<file path="src/sv/fiba_pkg.sv">
package fiba_pkg;

    // One row of the block used map holds this many block bits.
    localparam int ROW_W  = 32;
    localparam int ROW_BW = 5;

    localparam int ID_W     = 16;
    localparam int STATUS_W = 3;
    localparam int INDEX_W  = 4;
    localparam int BLOCK_W  = 9;
    localparam int TOTAL_W  = 10;

    localparam logic [TOTAL_W-1:0] TOTAL_RESET = 10'd512;

    // After formatting, blocks 0 and 1 are taken.
    localparam logic [ROW_W-1:0] ROW0_INIT = 32'h0000_0003;

    typedef enum logic [1:0] {
        MODE_LOOKUP = 2'd0,
        MODE_CREATE = 2'd1,
        MODE_DELETE = 2'd2,
        MODE_NONE   = 2'd3
    } mode_t;

    typedef enum logic [STATUS_W-1:0] {
        ST_OK        = 3'd0,
        ST_NOT_FOUND = 3'd1,
        ST_EXISTS    = 3'd2,
        ST_NO_INODE  = 3'd3,
        ST_NO_BLOCK  = 3'd4
    } status_t;

    typedef enum logic [3:0] {
        S_CLEAR,
        S_IDLE,
        S_ISCAN,
        S_DECIDE,
        S_DEL_RD,
        S_DEL_WR,
        S_BSCAN,
        S_COMMIT,
        S_RESP
    } fsm_t;

    typedef struct packed {
        logic              found;
        logic [ROW_BW-1:0] bit_idx;
    } scan_t;

endpackage

</file>
<file path="src/sv/file_inode_and_block_allocator.sv">
// Inode table with a free block map. Each item is one operation on file_id:
// lookup returns the in-use inode holding that id and its block; create
// takes the lowest unused inode and the lowest free block below
// min(total_blocks, BLOCK_COUNT), or reports that the id exists, that no
// inode is free or that no block is free, changing nothing on failure;
// delete frees the inode and its block or reports not found. Mode 3 answers
// not found. Every item gives exactly one result item. After reset the
// block runs a clearing pass over the used map, one row of 32 blocks per
// cycle, and takes no item meanwhile; total_blocks can be written at any
// idle time. The block works on one item at a time with one inode memory
// read port and one used map read port: the inode scan reads one inode per
// cycle over all INODE_COUNT inodes before the decision, a delete then
// reads and rewrites the used map row of the freed block, and a create
// that reaches the block search reads every row of the used map before it
// commits. The result sits in an output register until taken.
module file_inode_and_block_allocator #(
    parameter int INODE_COUNT = 16,
    parameter int BLOCK_COUNT = 512
) (
    input  logic                             aclk,
    input  logic                             aresetn,

    input  logic                             cfg_wr_en,
    input  logic [fiba_pkg::TOTAL_W-1:0]     cfg_wr_data,

    input  logic                             s_valid,
    output logic                             s_ready,
    input  logic [1:0]                       s_mode,
    input  logic [fiba_pkg::ID_W-1:0]        s_file_id,

    output logic                             m_valid,
    input  logic                             m_ready,
    output logic [fiba_pkg::STATUS_W-1:0]    m_status,
    output logic [fiba_pkg::INDEX_W-1:0]     m_inode_index,
    output logic [fiba_pkg::BLOCK_W-1:0]     m_block_number
);

    localparam int IDX_W  = (INODE_COUNT > 1) ? $clog2(INODE_COUNT) : 1;
    localparam int IC_W   = $clog2(INODE_COUNT + 1);
    localparam int ROWS   = (BLOCK_COUNT + fiba_pkg::ROW_W - 1) / fiba_pkg::ROW_W;
    localparam int ROW_AW = (ROWS > 1) ? $clog2(ROWS) : 1;
    localparam int RC_W   = $clog2(ROWS + 1);
    localparam int BN_W   = ROW_AW + fiba_pkg::ROW_BW;
    localparam int CMP_W  = (ROW_AW + 6 > fiba_pkg::TOTAL_W) ? ROW_AW + 6
                                                             : fiba_pkg::TOTAL_W;
    localparam int IE_W   = fiba_pkg::ID_W + BN_W;

    fiba_pkg::fsm_t state_reg, state_next;

    // Configuration and item registers
    logic [fiba_pkg::TOTAL_W-1:0] total_reg;
    fiba_pkg::mode_t              mode_reg;
    logic [fiba_pkg::ID_W-1:0]    fid_reg;

    // Inode in-use bits live in flops so reset clears them at once
    logic [INODE_COUNT-1:0] in_use_reg;

    // Inode scan
    logic [IC_W-1:0]  icnt_reg;
    logic             ipend_reg;
    logic [IDX_W-1:0] iridx_reg;
    logic             hit_found_reg;
    logic [IDX_W-1:0] hit_idx_reg;
    logic [BN_W-1:0]  hit_blk_reg;
    logic             free_found_reg;
    logic [IDX_W-1:0] free_idx_reg;

    // Block scan
    logic [RC_W-1:0]            bcnt_reg;
    logic                       bpend_reg;
    logic [ROW_AW-1:0]          brrow_reg;
    logic                       bfound_reg;
    logic [ROW_AW-1:0]          brow_reg;
    logic [fiba_pkg::ROW_BW-1:0] bbit_reg;
    logic [fiba_pkg::ROW_W-1:0] bdata_reg;

    logic [ROW_AW-1:0] clr_cnt_reg;

    // Staged result and output register
    fiba_pkg::status_t             res_status_reg;
    logic [IDX_W-1:0]              res_idx_reg;
    logic [BN_W-1:0]               res_blk_reg;
    logic                          m_valid_reg;
    logic [fiba_pkg::STATUS_W-1:0] m_status_reg;
    logic [fiba_pkg::INDEX_W-1:0]  m_inode_index_reg;
    logic [fiba_pkg::BLOCK_W-1:0]  m_block_number_reg;

    // Memory ports
    logic                       iram_we, iram_re;
    logic [IDX_W-1:0]           iram_waddr, iram_raddr;
    logic [IE_W-1:0]            iram_wdata, iram_rdata;
    logic                       uram_we, uram_re;
    logic [ROW_AW-1:0]          uram_waddr, uram_raddr;
    logic [fiba_pkg::ROW_W-1:0] uram_wdata, uram_rdata;

    logic [fiba_pkg::ID_W-1:0] rd_id;
    logic [BN_W-1:0]           rd_blk;
    logic [CMP_W-1:0]          tb_ext;
    logic [CMP_W-1:0]          limit;
    fiba_pkg::scan_t           scan;
    logic                      out_free;
    logic                      iscan_last;
    logic                      bscan_last;
    logic [ROW_AW-1:0]         hit_row;
    logic [fiba_pkg::ROW_BW-1:0] hit_bit;
    logic [IDX_W+fiba_pkg::INDEX_W-1:0] idx_pad;
    logic [BN_W+fiba_pkg::BLOCK_W-1:0]  blk_pad;

    assign rd_id   = iram_rdata[IE_W-1:BN_W];
    assign rd_blk  = iram_rdata[BN_W-1:0];
    assign hit_row = hit_blk_reg[BN_W-1:fiba_pkg::ROW_BW];
    assign hit_bit = hit_blk_reg[fiba_pkg::ROW_BW-1:0];

    // Clamp the block limit to what the map holds
    assign tb_ext = CMP_W'(total_reg);
    assign limit  = (tb_ext > CMP_W'(BLOCK_COUNT)) ? CMP_W'(BLOCK_COUNT) : tb_ext;

    assign out_free   = !m_valid_reg || m_ready;
    assign iscan_last = ipend_reg && (iridx_reg == IDX_W'(INODE_COUNT - 1));
    assign bscan_last = bpend_reg && (brrow_reg == ROW_AW'(ROWS - 1));

    assign idx_pad = {{fiba_pkg::INDEX_W{1'b0}}, res_idx_reg};
    assign blk_pad = {{fiba_pkg::BLOCK_W{1'b0}}, res_blk_reg};

    fiba_ram #(
        .WIDTH (IE_W),
        .DEPTH (INODE_COUNT)
    ) u_inode_ram (
        .aclk    (aclk),
        .wr_en   (iram_we),
        .wr_addr (iram_waddr),
        .wr_data (iram_wdata),
        .rd_en   (iram_re),
        .rd_addr (iram_raddr),
        .rd_data (iram_rdata)
    );

    fiba_ram #(
        .WIDTH (fiba_pkg::ROW_W),
        .DEPTH (ROWS)
    ) u_used_ram (
        .aclk    (aclk),
        .wr_en   (uram_we),
        .wr_addr (uram_waddr),
        .wr_data (uram_wdata),
        .rd_en   (uram_re),
        .rd_addr (uram_raddr),
        .rd_data (uram_rdata)
    );

    fiba_row_scan #(
        .ROW_AW (ROW_AW),
        .CMP_W  (CMP_W)
    ) u_row_scan (
        .row_data (uram_rdata),
        .row_idx  (brrow_reg),
        .limit    (limit),
        .scan     (scan)
    );

    // Next state
    always_comb begin
        state_next = state_reg;
        case (state_reg)
            fiba_pkg::S_CLEAR: begin
                if (clr_cnt_reg == ROW_AW'(ROWS - 1)) begin
                    state_next = fiba_pkg::S_IDLE;
                end
            end
            fiba_pkg::S_IDLE: begin
                if (s_valid) begin
                    state_next = fiba_pkg::S_ISCAN;
                end
            end
            fiba_pkg::S_ISCAN: begin
                if (iscan_last) begin
                    state_next = fiba_pkg::S_DECIDE;
                end
            end
            fiba_pkg::S_DECIDE: begin
                case (mode_reg)
                    fiba_pkg::MODE_DELETE: begin
                        state_next = hit_found_reg ? fiba_pkg::S_DEL_RD
                                                   : fiba_pkg::S_RESP;
                    end
                    fiba_pkg::MODE_CREATE: begin
                        state_next = (!hit_found_reg && free_found_reg)
                                     ? fiba_pkg::S_BSCAN : fiba_pkg::S_RESP;
                    end
                    default: begin
                        state_next = fiba_pkg::S_RESP;
                    end
                endcase
            end
            fiba_pkg::S_DEL_RD: begin
                state_next = fiba_pkg::S_DEL_WR;
            end
            fiba_pkg::S_DEL_WR: begin
                state_next = fiba_pkg::S_RESP;
            end
            fiba_pkg::S_BSCAN: begin
                if (bscan_last) begin
                    state_next = fiba_pkg::S_COMMIT;
                end
            end
            fiba_pkg::S_COMMIT: begin
                state_next = fiba_pkg::S_RESP;
            end
            fiba_pkg::S_RESP: begin
                if (out_free) begin
                    state_next = fiba_pkg::S_IDLE;
                end
            end
            default: begin
                state_next = fiba_pkg::S_CLEAR;
            end
        endcase
    end

    // Memory controls and handshake
    always_comb begin
        s_ready    = 1'b0;
        iram_re    = 1'b0;
        iram_raddr = icnt_reg[IDX_W-1:0];
        iram_we    = 1'b0;
        iram_waddr = free_idx_reg;
        iram_wdata = {fid_reg, brow_reg, bbit_reg};
        uram_re    = 1'b0;
        uram_raddr = bcnt_reg[ROW_AW-1:0];
        uram_we    = 1'b0;
        uram_waddr = clr_cnt_reg;
        uram_wdata = (clr_cnt_reg == '0) ? fiba_pkg::ROW0_INIT : '0;
        case (state_reg)
            fiba_pkg::S_CLEAR: begin
                uram_we = 1'b1;
            end
            fiba_pkg::S_IDLE: begin
                s_ready = 1'b1;
            end
            fiba_pkg::S_ISCAN: begin
                iram_re = (icnt_reg < IC_W'(INODE_COUNT));
            end
            fiba_pkg::S_DEL_RD: begin
                uram_re    = 1'b1;
                uram_raddr = hit_row;
            end
            fiba_pkg::S_DEL_WR: begin
                uram_we    = 1'b1;
                uram_waddr = hit_row;
                uram_wdata = uram_rdata & ~(fiba_pkg::ROW_W'(1) << hit_bit);
            end
            fiba_pkg::S_BSCAN: begin
                uram_re = (bcnt_reg < RC_W'(ROWS));
            end
            fiba_pkg::S_COMMIT: begin
                iram_we    = bfound_reg;
                uram_we    = bfound_reg;
                uram_waddr = brow_reg;
                uram_wdata = bdata_reg;
            end
            default: begin
            end
        endcase
    end

    // Control state
    always_ff @(posedge aclk) begin
        if (!aresetn) begin
            state_reg   <= fiba_pkg::S_CLEAR;
            clr_cnt_reg <= '0;
            total_reg   <= fiba_pkg::TOTAL_RESET;
            in_use_reg  <= '0;
            m_valid_reg <= 1'b0;
            ipend_reg   <= 1'b0;
            bpend_reg   <= 1'b0;
        end else begin
            state_reg <= state_next;
            if (cfg_wr_en) begin
                total_reg <= cfg_wr_data;
            end
            if (state_reg == fiba_pkg::S_CLEAR) begin
                clr_cnt_reg <= clr_cnt_reg + ROW_AW'(1);
            end
            ipend_reg <= (state_reg == fiba_pkg::S_ISCAN) && iram_re;
            bpend_reg <= (state_reg == fiba_pkg::S_BSCAN) && uram_re;
            if (state_reg == fiba_pkg::S_DEL_WR) begin
                in_use_reg[hit_idx_reg] <= 1'b0;
            end
            if (state_reg == fiba_pkg::S_COMMIT && bfound_reg) begin
                in_use_reg[free_idx_reg] <= 1'b1;
            end
            if (state_reg == fiba_pkg::S_RESP && out_free) begin
                m_valid_reg <= 1'b1;
            end else if (m_ready) begin
                m_valid_reg <= 1'b0;
            end
        end
    end

    // Datapath
    always_ff @(posedge aclk) begin
        case (state_reg)
            fiba_pkg::S_IDLE: begin
                mode_reg       <= fiba_pkg::mode_t'(s_mode);
                fid_reg        <= s_file_id;
                icnt_reg       <= '0;
                hit_found_reg  <= 1'b0;
                free_found_reg <= 1'b0;
            end
            fiba_pkg::S_ISCAN: begin
                if (iram_re) begin
                    icnt_reg  <= icnt_reg + IC_W'(1);
                    iridx_reg <= icnt_reg[IDX_W-1:0];
                end
                if (ipend_reg) begin
                    // Keep the lowest matching and the lowest unused inode
                    if (in_use_reg[iridx_reg] && rd_id == fid_reg && !hit_found_reg) begin
                        hit_found_reg <= 1'b1;
                        hit_idx_reg   <= iridx_reg;
                        hit_blk_reg   <= rd_blk;
                    end
                    if (!in_use_reg[iridx_reg] && !free_found_reg) begin
                        free_found_reg <= 1'b1;
                        free_idx_reg   <= iridx_reg;
                    end
                end
            end
            fiba_pkg::S_DECIDE: begin
                bcnt_reg       <= '0;
                bfound_reg     <= 1'b0;
                res_status_reg <= fiba_pkg::ST_NOT_FOUND;
                res_idx_reg    <= '0;
                res_blk_reg    <= '0;
                case (mode_reg)
                    fiba_pkg::MODE_LOOKUP, fiba_pkg::MODE_DELETE: begin
                        if (hit_found_reg) begin
                            res_status_reg <= fiba_pkg::ST_OK;
                            res_idx_reg    <= hit_idx_reg;
                            res_blk_reg    <= hit_blk_reg;
                        end
                    end
                    fiba_pkg::MODE_CREATE: begin
                        if (hit_found_reg) begin
                            res_status_reg <= fiba_pkg::ST_EXISTS;
                        end else if (!free_found_reg) begin
                            res_status_reg <= fiba_pkg::ST_NO_INODE;
                        end
                    end
                    default: begin
                    end
                endcase
            end
            fiba_pkg::S_BSCAN: begin
                if (uram_re) begin
                    bcnt_reg  <= bcnt_reg + RC_W'(1);
                    brrow_reg <= bcnt_reg[ROW_AW-1:0];
                end
                if (bpend_reg && scan.found && !bfound_reg) begin
                    bfound_reg <= 1'b1;
                    brow_reg   <= brrow_reg;
                    bbit_reg   <= scan.bit_idx;
                    bdata_reg  <= uram_rdata | (fiba_pkg::ROW_W'(1) << scan.bit_idx);
                end
            end
            fiba_pkg::S_COMMIT: begin
                if (bfound_reg) begin
                    res_status_reg <= fiba_pkg::ST_OK;
                    res_idx_reg    <= free_idx_reg;
                    res_blk_reg    <= {brow_reg, bbit_reg};
                end else begin
                    res_status_reg <= fiba_pkg::ST_NO_BLOCK;
                end
            end
            fiba_pkg::S_RESP: begin
                if (out_free) begin
                    m_status_reg       <= res_status_reg;
                    m_inode_index_reg  <= idx_pad[fiba_pkg::INDEX_W-1:0];
                    m_block_number_reg <= blk_pad[fiba_pkg::BLOCK_W-1:0];
                end
            end
            default: begin
            end
        endcase
    end

    assign m_valid        = m_valid_reg;
    assign m_status       = m_status_reg;
    assign m_inode_index  = m_inode_index_reg;
    assign m_block_number = m_block_number_reg;

    // An accepted item blocks the input until its result is loaded into the output register
    a_busy_after_accept: assert property (@(posedge aclk) disable iff (!aresetn)
        (s_valid && s_ready) |=> !s_ready)
        else $error("input ready while an item is in progress");

    // A result only appears out of the response state
    a_result_from_resp: assert property (@(posedge aclk) disable iff (!aresetn)
        $rose(m_valid) |-> $past(state_reg == fiba_pkg::S_RESP))
        else $error("result raised outside the response state");

    // Create only commits into an inode that is still unused
    a_commit_free_inode: assert property (@(posedge aclk) disable iff (!aresetn)
        (state_reg == fiba_pkg::S_COMMIT && bfound_reg) |-> !in_use_reg[free_idx_reg])
        else $error("create commits into an inode in use");

    // Failed operations report zero index and block
    a_fail_zero: assert property (@(posedge aclk) disable iff (!aresetn)
        (m_valid && m_status != fiba_pkg::ST_OK) |->
            (m_inode_index == '0 && m_block_number == '0))
        else $error("failed result carries nonzero index or block");

    // A delete only frees an inode that matched and is in use
    a_hit_in_use: assert property (@(posedge aclk) disable iff (!aresetn)
        (state_reg == fiba_pkg::S_DEL_WR) |-> (hit_found_reg && in_use_reg[hit_idx_reg]))
        else $error("delete of an inode not in use");

endmodule

</file>
<file path="src/sv/fiba_ram.sv">
module fiba_ram #(
    parameter int WIDTH = 8,
    parameter int DEPTH = 16
) (
    input  logic                                   aclk,
    input  logic                                   wr_en,
    input  logic [((DEPTH > 1) ? $clog2(DEPTH) : 1)-1:0] wr_addr,
    input  logic [WIDTH-1:0]                       wr_data,
    input  logic                                   rd_en,
    input  logic [((DEPTH > 1) ? $clog2(DEPTH) : 1)-1:0] rd_addr,
    output logic [WIDTH-1:0]                       rd_data
);

    logic [WIDTH-1:0] mem_reg [DEPTH];
    logic [WIDTH-1:0] rd_data_reg;

    always_ff @(posedge aclk) begin
        if (wr_en) begin
            mem_reg[wr_addr] <= wr_data;
        end
        if (rd_en) begin
            rd_data_reg <= mem_reg[rd_addr];
        end
    end

    assign rd_data = rd_data_reg;

endmodule

</file>
<file path="src/sv/fiba_row_scan.sv">
// Find the lowest free block in one row of the used map, below the block limit.
module fiba_row_scan #(
    parameter int ROW_AW = 4,
    parameter int CMP_W  = 10
) (
    input  logic [fiba_pkg::ROW_W-1:0] row_data,
    input  logic [ROW_AW-1:0]          row_idx,
    input  logic [CMP_W-1:0]           limit,
    output fiba_pkg::scan_t            scan
);

    logic [CMP_W-1:0]          base;
    logic [CMP_W-1:0]          diff;
    logic [fiba_pkg::ROW_W-1:0] lim_mask;
    logic [fiba_pkg::ROW_W-1:0] free_bits;

    assign base = CMP_W'({row_idx, {fiba_pkg::ROW_BW{1'b0}}});
    assign diff = limit - base;

    always_comb begin
        if (limit <= base) begin
            lim_mask = '0;
        end else if (diff >= CMP_W'(fiba_pkg::ROW_W)) begin
            lim_mask = '1;
        end else begin
            lim_mask = (fiba_pkg::ROW_W'(1) << diff[fiba_pkg::ROW_BW-1:0])
                       - fiba_pkg::ROW_W'(1);
        end
    end

    assign free_bits = ~row_data & lim_mask;

    // Walk down so the lowest free bit wins.
    always_comb begin
        scan = '0;
        for (int b = fiba_pkg::ROW_W - 1; b >= 0; b--) begin
            if (free_bits[b]) begin
                scan.found   = 1'b1;
                scan.bit_idx = fiba_pkg::ROW_BW'(b);
            end
        end
    end

endmodule
</file>
<file path="config.mk">
export PLATFORM = sky130hd
export DESIGN_NAME = file_inode_and_block_allocator
export DESIGN_NICKNAME = d
export VERILOG_FILES = /design/src/sv/fiba_pkg.sv /design/src/sv/file_inode_and_block_allocator.sv /design/src/sv/fiba_ram.sv /design/src/sv/fiba_row_scan.sv
export SDC_FILE = /design/constraint.sdc
export NUM_CORES = 1
export LEC_CHECK = 0
export BUFFER_PORTS_ARGS = -buffer_cell sky130_fd_sc_hd__buf_2
export CAP_MARGIN = 20
export CORE_MARGIN = 5
export CORE_UTILIZATION = 40
export CTS_BUF_LIST = sky130_fd_sc_hd__clkbuf_8
export CTS_CLUSTER_SIZE = 8
export DETAILED_ROUTE_END_ITERATION = 12
export GPL_TIMING_DRIVEN = 0
export PLACE_DENSITY_LB_ADDON = 0.15
export SYNTH_ARGS = -nofsm -noshare
export SYNTH_HDL_FRONTEND = slang
export SYNTH_SLANG_ARGS = --single-unit
</file>
<file path="constraint.sdc">
create_clock -name aclk -period 5.3 [get_ports aclk]
set_input_delay 0.53 -clock aclk [delete_from_list [all_inputs] [get_ports aclk]]
set_output_delay 0.53 -clock aclk [all_outputs]
set_load 0.03 [all_outputs]
</file>
# --- Word-level counts from Yosys, hierarchy flattened ---
# Memories as Yosys holds them, arrays and structs flattened. A register that Yosys moved wholly into a read port is not among the register bits.
# Index checks and enable logic that the tools add are counted.
totals:
  wordCells: 219
  regBits: 166
  memories: 2
  inputBits: 33
  ram_bits: 912
  out_inout_bits: 18
memory_table:
  columns: ["name", "depth", "word_bits", "read_ports", "rd_clocked_by_memory_dff", "write_ports", "line_no", "source"]
  rows:
  - ["u_used_ram.mem_reg", 16, 32, 1, 1, 1, "fiba_ram.sv:14", "logic [WIDTH-1:0] mem_reg [DEPTH];"]
  - ["u_inode_ram.mem_reg", 16, 25, 1, 1, 1, "fiba_ram.sv:14", null]
classes:
  n_reduce_logical: 43
  n_lt_le_gt_ge: 10
  n_bitwise: 8
  eq_ne: 26
  n_shift: 3
  add_sub_neg: 5
  mux: 94
ops:
  columns: ["cell", "n"]
  rows:
  - ["$mux W6", 32]
  - ["$shl A1 B5 Y32 const A", 3]
  - ["$and A32 B32 Y32", 2]
  - ["$mux W32", 2]
  - ["$not A32 Y32", 2]
  - ["$pmux W32 S2", 1]
  - ["$mux W16", 3]
  - ["$mux W4", 11]
  - ["$or A32 B32 Y32", 1]
  - ["$pmux W4 S8", 1]
  - ["$sub A32 B2 Y32 const B", 1]
  - ["$mux W9", 3]
  - ["$pmux W4 S2", 3]
  - ["$pmux W5 S2", 2]
  - ["$mux W1", 18]
  - ["$ne A2 B2 Y1 const B", 9]
  - ["$pmux W9 S2", 1]
  - ["$and A16 B16 Y16", 1]
  - ["$eq A16 B16 Y1", 1]
  - ["$eq A4 B3 Y1 const B", 4]
  - ["$eq A4 B4 Y1 const B", 4]
  - ["$not A16 Y16", 1]
  - ["$or A16 B16 Y16", 1]
  - ["$reduce_and A2 Y1", 8]
  - ["32 further kinds", 74]

# --- Logic depth before layout (Yosys ltp) ---
# Gate-level depths: netlist of run 1.
logic_depth:
  ltp_word: 44
  depth_mapped: 20
  mapped_depth_nobuf: 15

# --- Cells and area by module ---
# From an unflattened synthesis of run 1, not the netlist that was laid out.
unflattened:
  cells_unflattened: 2350
  area_unflattened_um2: 44975.6
by_module_without_submodules:
  columns: ["mod", "cells_per_inst", "n_inst", "area_per_inst_um2"]
  rows:
  - ["fiba_ram (u_used_ram)", 838, 1, 20155.6]
  - ["fiba_ram (u_inode_ram)", 660, 1, 15801.4]
  - ["file_inode_and_block_allocator", 608, 1, 7542.2]
  - ["fiba_row_scan", 244, 1, 1476.4]

# --- Worst setup path after synthesis of run 1 ---
# Ideal clock, no wire load.
synth_timing:
  kind: "register to register"
  from: "register total_reg, in the netlist tb_ext[9]"
  to: "register bbit_reg[0] (netlist name) (enable)"
  setup_time_ns: 0.439
  required_ns: 4.861
  arrival_ns: 5.072
  path_buffers: 4
  synth_period_minus_slack_ns: 5.511
  stages_incl_launch_ff: 18
  path_slack_ns: -0.211
  cell_sequence: "dfxtp_1 buf_4 buf_2 clkbuf_1 nand2b_1 ha_1 fa_1 nand2b_1 a21oi_2 xor2_1 buf_2 a41oi_1 or2_1 nor3_1 o211ai_1 nand2b_1 nor2b_1 nor2_1"
synth_between:
  elab_chain_len: 43
  word_cells_on_any_way: 45
  classes_between: "add/sub (2); order compare (3); shift (1); mux (35); bitwise (1); reduce/logical (3)"
synth_rtl:
  columns: ["item", "line_no", "source"]
  rows:
  - ["from (decl)", "file_inode_and_block_allocator.sv:51", "logic [fiba_pkg::TOTAL_W-1:0] total_reg;"]
  - ["from (signal assigned)", "file_inode_and_block_allocator.sv:271", "total_reg <= fiba_pkg::TOTAL_RESET;"]
  - ["from (signal assigned)", "file_inode_and_block_allocator.sv:279", "total_reg <= cfg_wr_data;"]
  - ["$gt A10 B10 Y1", "file_inode_and_block_allocator.sv:116", "assign limit = (tb_ext > CMP_W'(BLOCK_COUNT)) ? CMP_W'(BLOCK_COUNT) : tb_ext;"]
  - ["$mux W10 (*)", "file_inode_and_block_allocator.sv:116", null]
  - ["$sub A10 B9 Y10", "fiba_row_scan.sv:18", "assign diff = limit - base;"]
  - ["$shl A1 B5 Y32", "fiba_row_scan.sv:26", "lim_mask = (fiba_pkg::ROW_W'(1) << diff[fiba_pkg::ROW_BW-1:0])"]
  - ["$sub A32 B2 Y32", "fiba_row_scan.sv:27", "- fiba_pkg::ROW_W'(1);"]
  - ["$mux W32", "fiba_row_scan.sv:23", "end else if (diff >= CMP_W'(fiba_pkg::ROW_W)) begin"]
  - ["$mux W32 (*)", "fiba_row_scan.sv:21", "if (limit <= base) begin"]
  - ["$and A32 B32 Y32 (*)", "fiba_row_scan.sv:31", "assign free_bits = ~row_data & lim_mask;"]
  - ["$mux W6 (31 in a row)", "fiba_row_scan.sv:37", "if (free_bits[b]) begin"]
  - ["$mux W6 (*)", "fiba_row_scan.sv:37", null]
  - ["$logic_and A1 B1 Y1 (*) (2 in a row)", "file_inode_and_block_allocator.sv:358", "if (bpend_reg && scan.found && !bfound_reg) begin"]
  - ["$reduce_and A2 Y1 (no line) (*)", null, null]
  - ["to (signal assigned)", "file_inode_and_block_allocator.sv:361", "bbit_reg <= scan.bit_idx;"]
  - ["to (decl)", "file_inode_and_block_allocator.sv:74", "logic [fiba_pkg::ROW_BW-1:0] bbit_reg;"]
# Mark *: on every way between the ends. The rest lies on a longest branch, timed or not.
# A chain may end at the register's enable or synchronous reset.

# --- Final worst setup path of run 1 ---
layout_timing:
  from: "register total_reg, in the netlist tb_ext[9]"
  to: "register bdata_reg[21] (netlist name) (enable)"
layout_between:
  elab_chain_len: 43
  word_cells_on_any_way: 45
  classes_between: "add/sub (2); order compare (3); shift (1); mux (35); bitwise (1); reduce/logical (3)"
layout_rtl:
  columns: ["item", "line_no", "source"]
  rows:
  - ["$gt A10 B10 Y1", "file_inode_and_block_allocator.sv:116", null]
  - ["$mux W10 (*)", "file_inode_and_block_allocator.sv:116", null]
  - ["$sub A10 B9 Y10", "fiba_row_scan.sv:18", null]
  - ["$shl A1 B5 Y32", "fiba_row_scan.sv:26", null]
  - ["$sub A32 B2 Y32", "fiba_row_scan.sv:27", null]
  - ["$mux W32", "fiba_row_scan.sv:23", null]
  - ["$mux W32 (*)", "fiba_row_scan.sv:21", null]
  - ["$and A32 B32 Y32 (*)", "fiba_row_scan.sv:31", null]
  - ["$mux W6 (31 in a row)", "fiba_row_scan.sv:37", null]
  - ["$mux W6 (*)", "fiba_row_scan.sv:37", null]
  - ["$logic_and A1 B1 Y1 (*) (2 in a row)", "file_inode_and_block_allocator.sv:358", null]
  - ["$reduce_and A2 Y1 (no line) (*)", null, null]
  - ["to (signal assigned)", "file_inode_and_block_allocator.sv:362", "bdata_reg <= uram_rdata | (fiba_pkg::ROW_W'(1) << scan.bit_idx);"]
  - ["to (decl)", "file_inode_and_block_allocator.sv:75", "logic [fiba_pkg::ROW_W-1:0] bdata_reg;"]
# Marked as above.

==> results.rst, run 1 <==
.. list-table::
   :header-rows: 1

   * - Metric
     - Value
   * - Outcome
     - complete, no violations
   * - Shortest clock period the worst path allows after layout
     - about 5000 ps
   * - Async S/R FF share, synth
     - 0%
   * - Area enclosed by the die boundary
     - roughly 120000 sq um
   * - Path class of the lowest-slack min-delay path
     - in2reg
   * - Total of endpoints with negative setup slack in the final report
     - 0
   * - Static leakage
     - roughly 17 nW
   * - Slew @ Worst Pin
     - approximately 1100 ps
   * - Ratio of cells with drive above 1 in the final layout
     - 25.1%
   * - Launch instance of the worst min-delay path
     - aresetn
   * - Number of pins exceeding their max-slew limit in the final report
     - 0
   * - RR Startpoint
     - tb_ext[9]
   * - Boundary pin count
     - 51
   * - Cell with the most instances after synthesis
     - sky130_fd_sc_hd__edfxtp_1
   * - Final layout net count
     - roughly 2800
   * - Syn Std Cell Area
     - about 45000 sq um
   * - First DRT Iteration DRCs
     - between 2000 and 2500
   * - Maximum ir drop on the vdd rail
     - 0.000249 V
   * - RSZ-0062 raised after global routing
     - no
   * - Power density cells
     - 326 nW/um^2
   * - Slew margin rel.
     - approximately a quarter
   * - Total design power
     - ~17 mW
   * - Clock slew seen by the registers of the worst setup and hold paths
     - roughly 60 ps
   * - Pin count of the biggest net entering global routing
     - 26
   * - Cell area after placement
     - slightly below 50000 sq um
   * - Setup TNS Final
     - 0 ps
   * - Total of warnings raised by yosys
     - 0
   * - Vias in the first global route
     - roughly 26000
   * - Launching instance or port of the critical path
     - tb_ext[9]
   * - Overall routed net length
     - between 100000 and 150000 um
   * - Number of vias after detailed routing
     - 24400
   * - Initial Utilization
     - around two fifths
   * - Synth Instances
     - roughly 2400
   * - Number of distinct library cells after synthesis
     - 78
   * - Syn Nets
     - between 2000 and 2500
   * - Max reg flops
     - 512
   * - Post-detailed-route count of antenna-violating nets
     - 0
   * - CTS Root Cell
     - sky130_fd_sc_hd__clkbuf_8
   * - CTS H-tree lvls
     - 4
   * - Avg WL per Cell
     - around 27 um
   * - Max-cap check violation count
     - 0
   * - Clock tree sinks
     - between 1000 and 1500
   * - # DRC
     - 0
   * - Critical Path Start Type
     - flop
   * - First-pass GRT wire length
     - ~170000 um
   * - Number of antenna violations at the first check in global routing
     - 4
   * - Final hold violation count
     - 0
   * - Port-buffer cells
     - 48
   * - DIE HEIGHT
     - 347 um
   * - Util after Layout
     - a little under half
   * - Core ar.
     - 113000 sq um
   * - Average vias per placed instance
     - ~5.6
   * - Number of iterations in the first detailed-routing pass
     - 5
   * - HPWL after detailed placement
     - between 80000 and 90000 um
   * - Signal arrival time at the worst endpoint
     - about 5600 ps
   * - Number of enable flip-flop cells after synthesis
     - 1098
   * - Highest Clock Rate
     - 200 MHz
   * - GRT Overall Usage
     - approximately 20%
   * - Register bit total from synthesis
     - 1135
   * - Die X-Extent
     - approximately 350 um
   * - GP Congestion
     - roughly 0.9
   * - CTS tree
     - done
   * - Top cells by count, synth
     - sky130_fd_sc_hd__edfxtp_1 (1098), sky130_fd_sc_hd__mux4_2 (258), sky130_fd_sc_hd__nand2_1 (133)
   * - Area added between synthesis and finish
     - 16.2%
   * - Mean Syn Cell Area
     - 19.1 sq um
   * - Clock buffer count from CTS
     - between 150 and 200
   * - Post-route cell area
     - roughly 53000 sq um
   * - Synth top area share
     - roughly 72%
   * - Fraction of the cycle the final worst path needs
     - 94.2%
   * - Clock buffer depth
     - 3
   * - Required time at the endpoint of the critical path
     - roughly 5900 ps
   * - Clock insertion delay at the later pin of the skew report
     - between 800 and 900 ps
   * - Maximum net fanout on the critical path
     - 23
   * - Critical Setup Path Class
     - reg2reg
   * - Register area share after synthesis
     - between 70% and 80%
   * - Top post-synthesis cells by area
     - sky130_fd_sc_hd__edfxtp_1 (72%), sky130_fd_sc_hd__mux4_2 (13%), sky130_fd_sc_hd__dfxtp_1 (1.6%)
   * - Capturing element type of the critical path
     - flop
   * - # rows
     - around 120
   * - GRT overflow
     - 0
   * - Biggest area consumer among synthesized cells
     - sky130_fd_sc_hd__edfxtp_1
   * - Setup skew after layout
     - between 60 and 70 ps
   * - Primary flip-flop cell chosen by synthesis mapping
     - sky130_fd_sc_hd__edfxtp_1
==> routing by layer <==
metal | up-vias | global-route usage (%) | routed length [um]
met5 | - | 0 | 0
met1 | 12900 | 26.6 | 50800
met3 | 179 | 3.17 | 6540
met4 | 0 | 6.28 | 2830
met2 | 838 | 33.1 | 59600
li1 | 10500 | - | -
==> worst max-delay path, stage by stage (launching register included) <==
cell and delay, ps:
sky130_fd_sc_hd__dfxtp_1 370, sky130_fd_sc_hd__buf_4 210, sky130_fd_sc_hd__buf_2 250, sky130_fd_sc_hd__nand2b_1 200, sky130_fd_sc_hd__ha_1 220, sky130_fd_sc_hd__fa_1 420
sky130_fd_sc_hd__nand2b_1 200, sky130_fd_sc_hd__a21oi_4 280, sky130_fd_sc_hd__xor2_2 260, sky130_fd_sc_hd__buf_2 290, sky130_fd_sc_hd__a41oi_1 210, sky130_fd_sc_hd__or2_1 270
sky130_fd_sc_hd__nor3_1 320, sky130_fd_sc_hd__o211ai_1 200, sky130_fd_sc_hd__nand2b_1 350, sky130_fd_sc_hd__nor2b_4 260, sky130_fd_sc_hd__nor2_4 50, sky130_fd_sc_hd__buf_12 140
sky130_fd_sc_hd__buf_16 170
==> cell type report <==
class,count,area (sq um)
fillers,9627,59800
repair buffers,143,1790
clock inverters,150,727
well taps,1500,1880
diodes,4,10.0
clock buffers,191,2630
inverters,24,90.1
multi-input cells,1095,11400
plain buffers,128,559
flip-flops and latches,1135,33700
==> worst paths after layout <==
path	endpoint	slack [ps]	depth (start not counted)
worst max-delay path	bdata_reg[21]	310	18
worst min-delay path	state_reg[2]	140	3
worst max register to register	bdata_reg[21]	310	18
worst min register to register	m_status[0]	420	0
==> per-stage QoR <==
step / hold slack (ps) / std cells / worst slack (ps)
6_report: 144 / 4370 / 307
5_1_grt: 142 / 4369 / 42.6
4_1_cts: 36.3 / 4365 / 3.12
3_5_place_dp: 406 / 3991 / -468
3_3_place_gp: 402 / 3931 / -1990
2_1_floorplan: 400 / 2383 / 462
==> report_power, final <==
| group | switching [mW] | internal, mW | total (mW) |
|---|---|---|---|
| Combinational | 0.268 | 0.160 | 0.428 |
| Sequential | 0.0251 | 9.83 | 9.86 |
| Clock | 3.46 | 3.49 | 6.96 |
==> cells by family after synthesis <==
logic type / Yosys count / synth area share (%)
buffers and inverters: 153 / 1.40
xor gates and xnor gates: 30 / 0.578
DFF: 1135 / 74.1
adders and majority gates: 14 / 0.402
muxes: 280 / 13.3
AOI/OAI and AO/OA: 320 / 5.24
and+or+nand+nor: 451 / 4.99
==> timing repair <==
item	CTS	global route
endpoints found under the setup margin	64	84
hold buffers	30	0
hold endpoints to repair	30	0
buffers inserted	3	0
gates resized for setup	10	11
pin swaps	1	0
==> cells in the final DEF, fill, tap and decap left out, types with 22 or more instances in the layout <==
| cell | netlist | final |
|---|---|---|
| sky130_fd_sc_hd__a211oi_1 | 37 | 37 |
| sky130_fd_sc_hd__a21oi_1 | 34 | 33 |
| sky130_fd_sc_hd__a31oi_1 | 45 | 45 |
| sky130_fd_sc_hd__a32o_1 | 30 | 30 |
| sky130_fd_sc_hd__and2_1 | 48 | 48 |
| sky130_fd_sc_hd__buf_1 | 26 | 22 |
| sky130_fd_sc_hd__buf_2 | 30 | 79 |
| sky130_fd_sc_hd__clkbuf_1 | 68 | 64 |
| sky130_fd_sc_hd__clkbuf_8 | 0 | 191 |
| sky130_fd_sc_hd__clkinv_1 | 0 | 52 |
| sky130_fd_sc_hd__dfxtp_1 | 37 | 37 |
| sky130_fd_sc_hd__dlygate4sd3_1 | 0 | 30 |
| sky130_fd_sc_hd__edfxtp_1 | 1098 | 1098 |
| sky130_fd_sc_hd__inv_1 | 23 | 90 |
| sky130_fd_sc_hd__mux4_2 | 258 | 258 |
| sky130_fd_sc_hd__nand2_1 | 133 | 133 |
| sky130_fd_sc_hd__nand2b_1 | 25 | 25 |
| sky130_fd_sc_hd__nand3_1 | 30 | 30 |
| sky130_fd_sc_hd__nor2_1 | 95 | 65 |
| sky130_fd_sc_hd__nor2_4 | 0 | 30 |
| sky130_fd_sc_hd__nor2b_1 | 31 | 30 |
| sky130_fd_sc_hd__o21a_1 | 28 | 28 |
| sky130_fd_sc_hd__o21ai_0 | 26 | 26 |
| sky130_fd_sc_hd__xnor2_1 | 23 | 23 |
Note: power is estimated with default switching activity, not from simulation.
==> run 2: changes to the inputs <==
CORE_UTILIZATION = 57   (was 40)
GPL_TIMING_DRIVEN = default   (was 0)
==> run 2 against run 1 <==
Effect of this change: critical path depth is 3 lower; hold slack got worse by 73 ps; routed wire length is 11% lower; global-route usage rose by 5.3 points; register-to-register slack better by 260 ps; first-iteration DRC count up 12%; worst setup slack better by 260 ps.
==> results.rst, run 2 (synthesized netlist as in run 1, its figures left out) <==
.. list-table::
   :header-rows: 1

   * - Metric
     - Value
   * - Max stage delay cell, worst path
     - sky130_fd_sc_hd__xor2_1
   * - CTS H-tree lvls
     - 4 (unchanged)
   * - Slew @ Worst Pin
     - 1100 ps (-8.97 ps)
   * - Fraction of the cycle the final worst path needs
     - 89.3% (-4.9 points)
   * - DIE HEIGHT
     - 292 um (-16%)
   * - GP Congestion
     - 0.921 (+2.4%)
   * - Capturing element type of the critical path
     - flop
   * - Number of antenna violations at the first check in global routing
     - 2 (-2)
   * - Setup skew after layout
     - 33.9 ps (-34.2 ps)
   * - Worst hold path endpoint
     - tb_ext[1]
   * - Highest Clock Rate
     - 211 MHz (+5.5%)
   * - Total of endpoints with negative setup slack in the final report
     - 0 (unchanged)
   * - Average vias per placed instance
     - 6.31 (+13%)
   * - Area added between synthesis and finish
     - 12.2%
   * - Setup TNS Final
     - 0 ps (unchanged)
   * - GRT overflow
     - 0 (unchanged)
   * - Clock insertion delay at the later pin of the skew report
     - 830 ps (-40 ps)
   * - Clock tree sinks
     - 1135 (unchanged)
   * - First DRT Iteration DRCs
     - 2274 (+12%)
   * - Cell class contributing the biggest share of worst-path delay
     - compound AO/OA/AOI/OAI gates
   * - Min-Delay Path Depth
     - 3 (unchanged)
   * - Critical Path Start Type
     - flop
   * - Launch instance of the worst min-delay path
     - cfg_wr_data[1]
   * - # DRC
     - 0 (unchanged)
   * - Max-cap check violation count
     - 0 (unchanged)
   * - Crit-path cells
     - buf_4 > nand2b_1 > fa_1 > nand2b_1 > a21oi_2 > xor2_1 > and2_1 > buf_4 > a21oi_1 > a21oi_1 > a211oi_1 > o32a_1 > o21ai_4 > inv_2 > a31o_2
   * - Post-route setup slack
     - 568 ps (+261 ps)
   * - Post-detailed-route count of antenna-violating nets
     - 0 (unchanged)
   * - R2R setup slack
     - 570 ps (+260 ps)
   * - Ratio of cells with drive above 1 in the final layout
     - 25.1% (about the same)
   * - Vias in the first global route
     - 24800 (-3.2%)
   * - FF-to-FF End
     - bdata_reg[31]
   * - Port-buffer cells
     - 50 (+4.2%)
   * - Static leakage
     - 16.1 nW (-2.6%)
   * - HPWL after detailed placement
     - 62600 um (-23%)
   * - Reg2Reg Depth
     - 15 (-3)
   * - Slew margin rel.
     - 26.4% (+0.87 points)
   * - Critical Setup Path Class
     - reg2reg
   * - Util after Layout
     - 64.6% (+18 points)
   * - RSZ-0062 raised after global routing
     - no
   * - Core ar.
     - 79000 sq um (-30%)
   * - Peak per-stage delay on the critical path
     - 610 ps (+190 ps)
   * - Signal arrival time at the worst endpoint
     - 5280 ps (-290 ps)
   * - Overall routed net length
     - 106000 um (-11%)
   * - # rows
     - 103 (-16%)
   * - DP Worst Slack
     - 640 ps (+1110 ps)
   * - RR Startpoint
     - tb_ext[9]
   * - Pin count of the biggest net entering global routing
     - 105 (+300%)
   * - Commonest non-fill, non-tap cell in the layout
     - sky130_fd_sc_hd__edfxtp_1
   * - Path class of the lowest-slack min-delay path
     - in2reg
   * - Clock slew seen by the registers of the worst setup and hold paths
     - 60 ps (about the same)
   * - Max reg flops
     - 512 (unchanged)
   * - First-pass GRT wire length
     - 158000 um (-9.3%)
   * - Setup Fix Bufs, Post-CTS
     - 0 (-3)
   * - Clock buffer depth
     - 3 (unchanged)
   * - Avg WL per Cell
     - 28.3 um (+3.1%)
   * - Die X-Extent
     - 292 um (-16%)
   * - Critical path buffer and inverter count
     - 3 (-2)
   * - Shortest clock period the worst path allows after layout
     - 4730 ps (-261 ps)
   * - Number of cells on the critical path
     - 15 (-3)
   * - Number of pins exceeding their max-slew limit in the final report
     - 0 (unchanged)
   * - CTS tree
     - done
   * - Boundary pin count
     - 51 (unchanged)
   * - Power density cells
     - 331 nW/um^2 (+1.3%)
   * - Area enclosed by the die boundary
     - 85500 sq um (-29%)
   * - Initial Utilization
     - 57.6% (+17 points)
   * - Final hold violation count
     - 0 (unchanged)
   * - Number of vias after detailed routing
     - 23800 (-2.6%)
   * - Outcome
     - complete, no violations
   * - Maximum ir drop on the vdd rail
     - 0.000250 V (+0.38%)
   * - GRT Overall Usage
     - 25.0% (+5.3 points)
   * - Highest-count cells in the layout ignoring fill and taps
     - sky130_fd_sc_hd__edfxtp_1 (1098), sky130_fd_sc_hd__mux4_2 (258), sky130_fd_sc_hd__clkbuf_8 (182)
   * - CTS Root Cell
     - sky130_fd_sc_hd__clkbuf_8
   * - Final layout net count
     - 2642 (-4.4%)
   * - Maximum net fanout on the critical path
     - 32 (+39%)
   * - Required time at the endpoint of the critical path
     - 5850 ps (-30 ps)
   * - Number of iterations in the first detailed-routing pass
     - 5 (unchanged)
   * - Clock buffer count from CTS
     - 179 (-5.3%)
-- run 2: cell count changes in the layout (fill, tap and decap cells not counted), sizes merged --
| cell | delta |
|---|---|
| clkbuf | -79 |
| buf | -38 |
| clkinv | -30 |
| clkinvlp | -3 |
| diode | -3 |
| dlygate4sd3 | -2 |
| clkdlybuf4s15 | -1 |
| inv | +1 |
-- run 2: timing repair --
item,in CTS,in global routing
gates resized for setup,0,0
endpoints found under the hold margin,28,0
hold buffers,28,0
-- run 2: how the worst max path moves through the flow --
stage	start	end	slack, ps
after floorplan	tb_ext[9]	bbit_reg[0]	460
after global placement	tb_ext[9]	bdata_reg[31]	730
after detailed placement	tb_ext[9]	bdata_reg[31]	640
after CTS	tb_ext[9]	bdata_reg[31]	600
after global routing	tb_ext[9]	bdata_reg[31]	340
final	tb_ext[9]	bdata_reg[31]	570
-- run 2: routing by layer --
metal  routed length [um]  vias to the layer above  part of all wire [%]  track usage (%)
met1                40900                    12500                    38             32.6
met5                   13                        -                 0.012                0
met4                 2720                        2                   2.6             7.46
li1                     -                    10200                     -                -
met2                56300                      888                    53             43.9
met3                 6420                      175                   6.0             4.43
-- run 2: where the power goes --
| group | leakage [nW] | internal, mW | switching [mW] |
|---|---|---|---|
| registers | 9.65 | 9.84 | 0.0259 |
| clock network | 1.85 | 3.34 | 3.29 |
| logic | 4.61 | 0.142 | 0.242 |
-- run 2: metrics by stage --
stage          cells  total power [mW]  hold slack, ps  instance area (sq um)
6_report        3765              16.9            70.3                  51100
3_5_place_dp    3435              10.4             405                  47600
2_1_floorplan   2383              10.3             400                  45500
4_1_cts         3763              17.0            3.23                  51000
5_1_grt         3765              17.5            38.9                  51100
3_3_place_gp    3431              10.4             401                  47500
-- run 2: worst reg2reg max path: cells and delay by family, from the launching register on --
family / cells / cell delay [ps]
buf+inv: 3 / 720
compound gates: 7 / 1830
xor+xnor: 1 / 620
flops: 1 / 300
simple gates: 3 / 630
fa+ha+maj: 1 / 400
-- run 2: layout make-up --
| class | instances | area [sq um] |
|---|---|---|
| diodes | 1 | 2.50 |
| fillers | 5330 | 27900 |
| multi-input cells | 1095 | 11500 |
| repair buffers | 160 | 1320 |
| flip-flops and latches | 1135 | 33700 |
| well taps | 1050 | 1310 |
| clock inverters | 118 | 663 |
| clock buffers | 182 | 2500 |
| inverters | 24 | 90.1 |
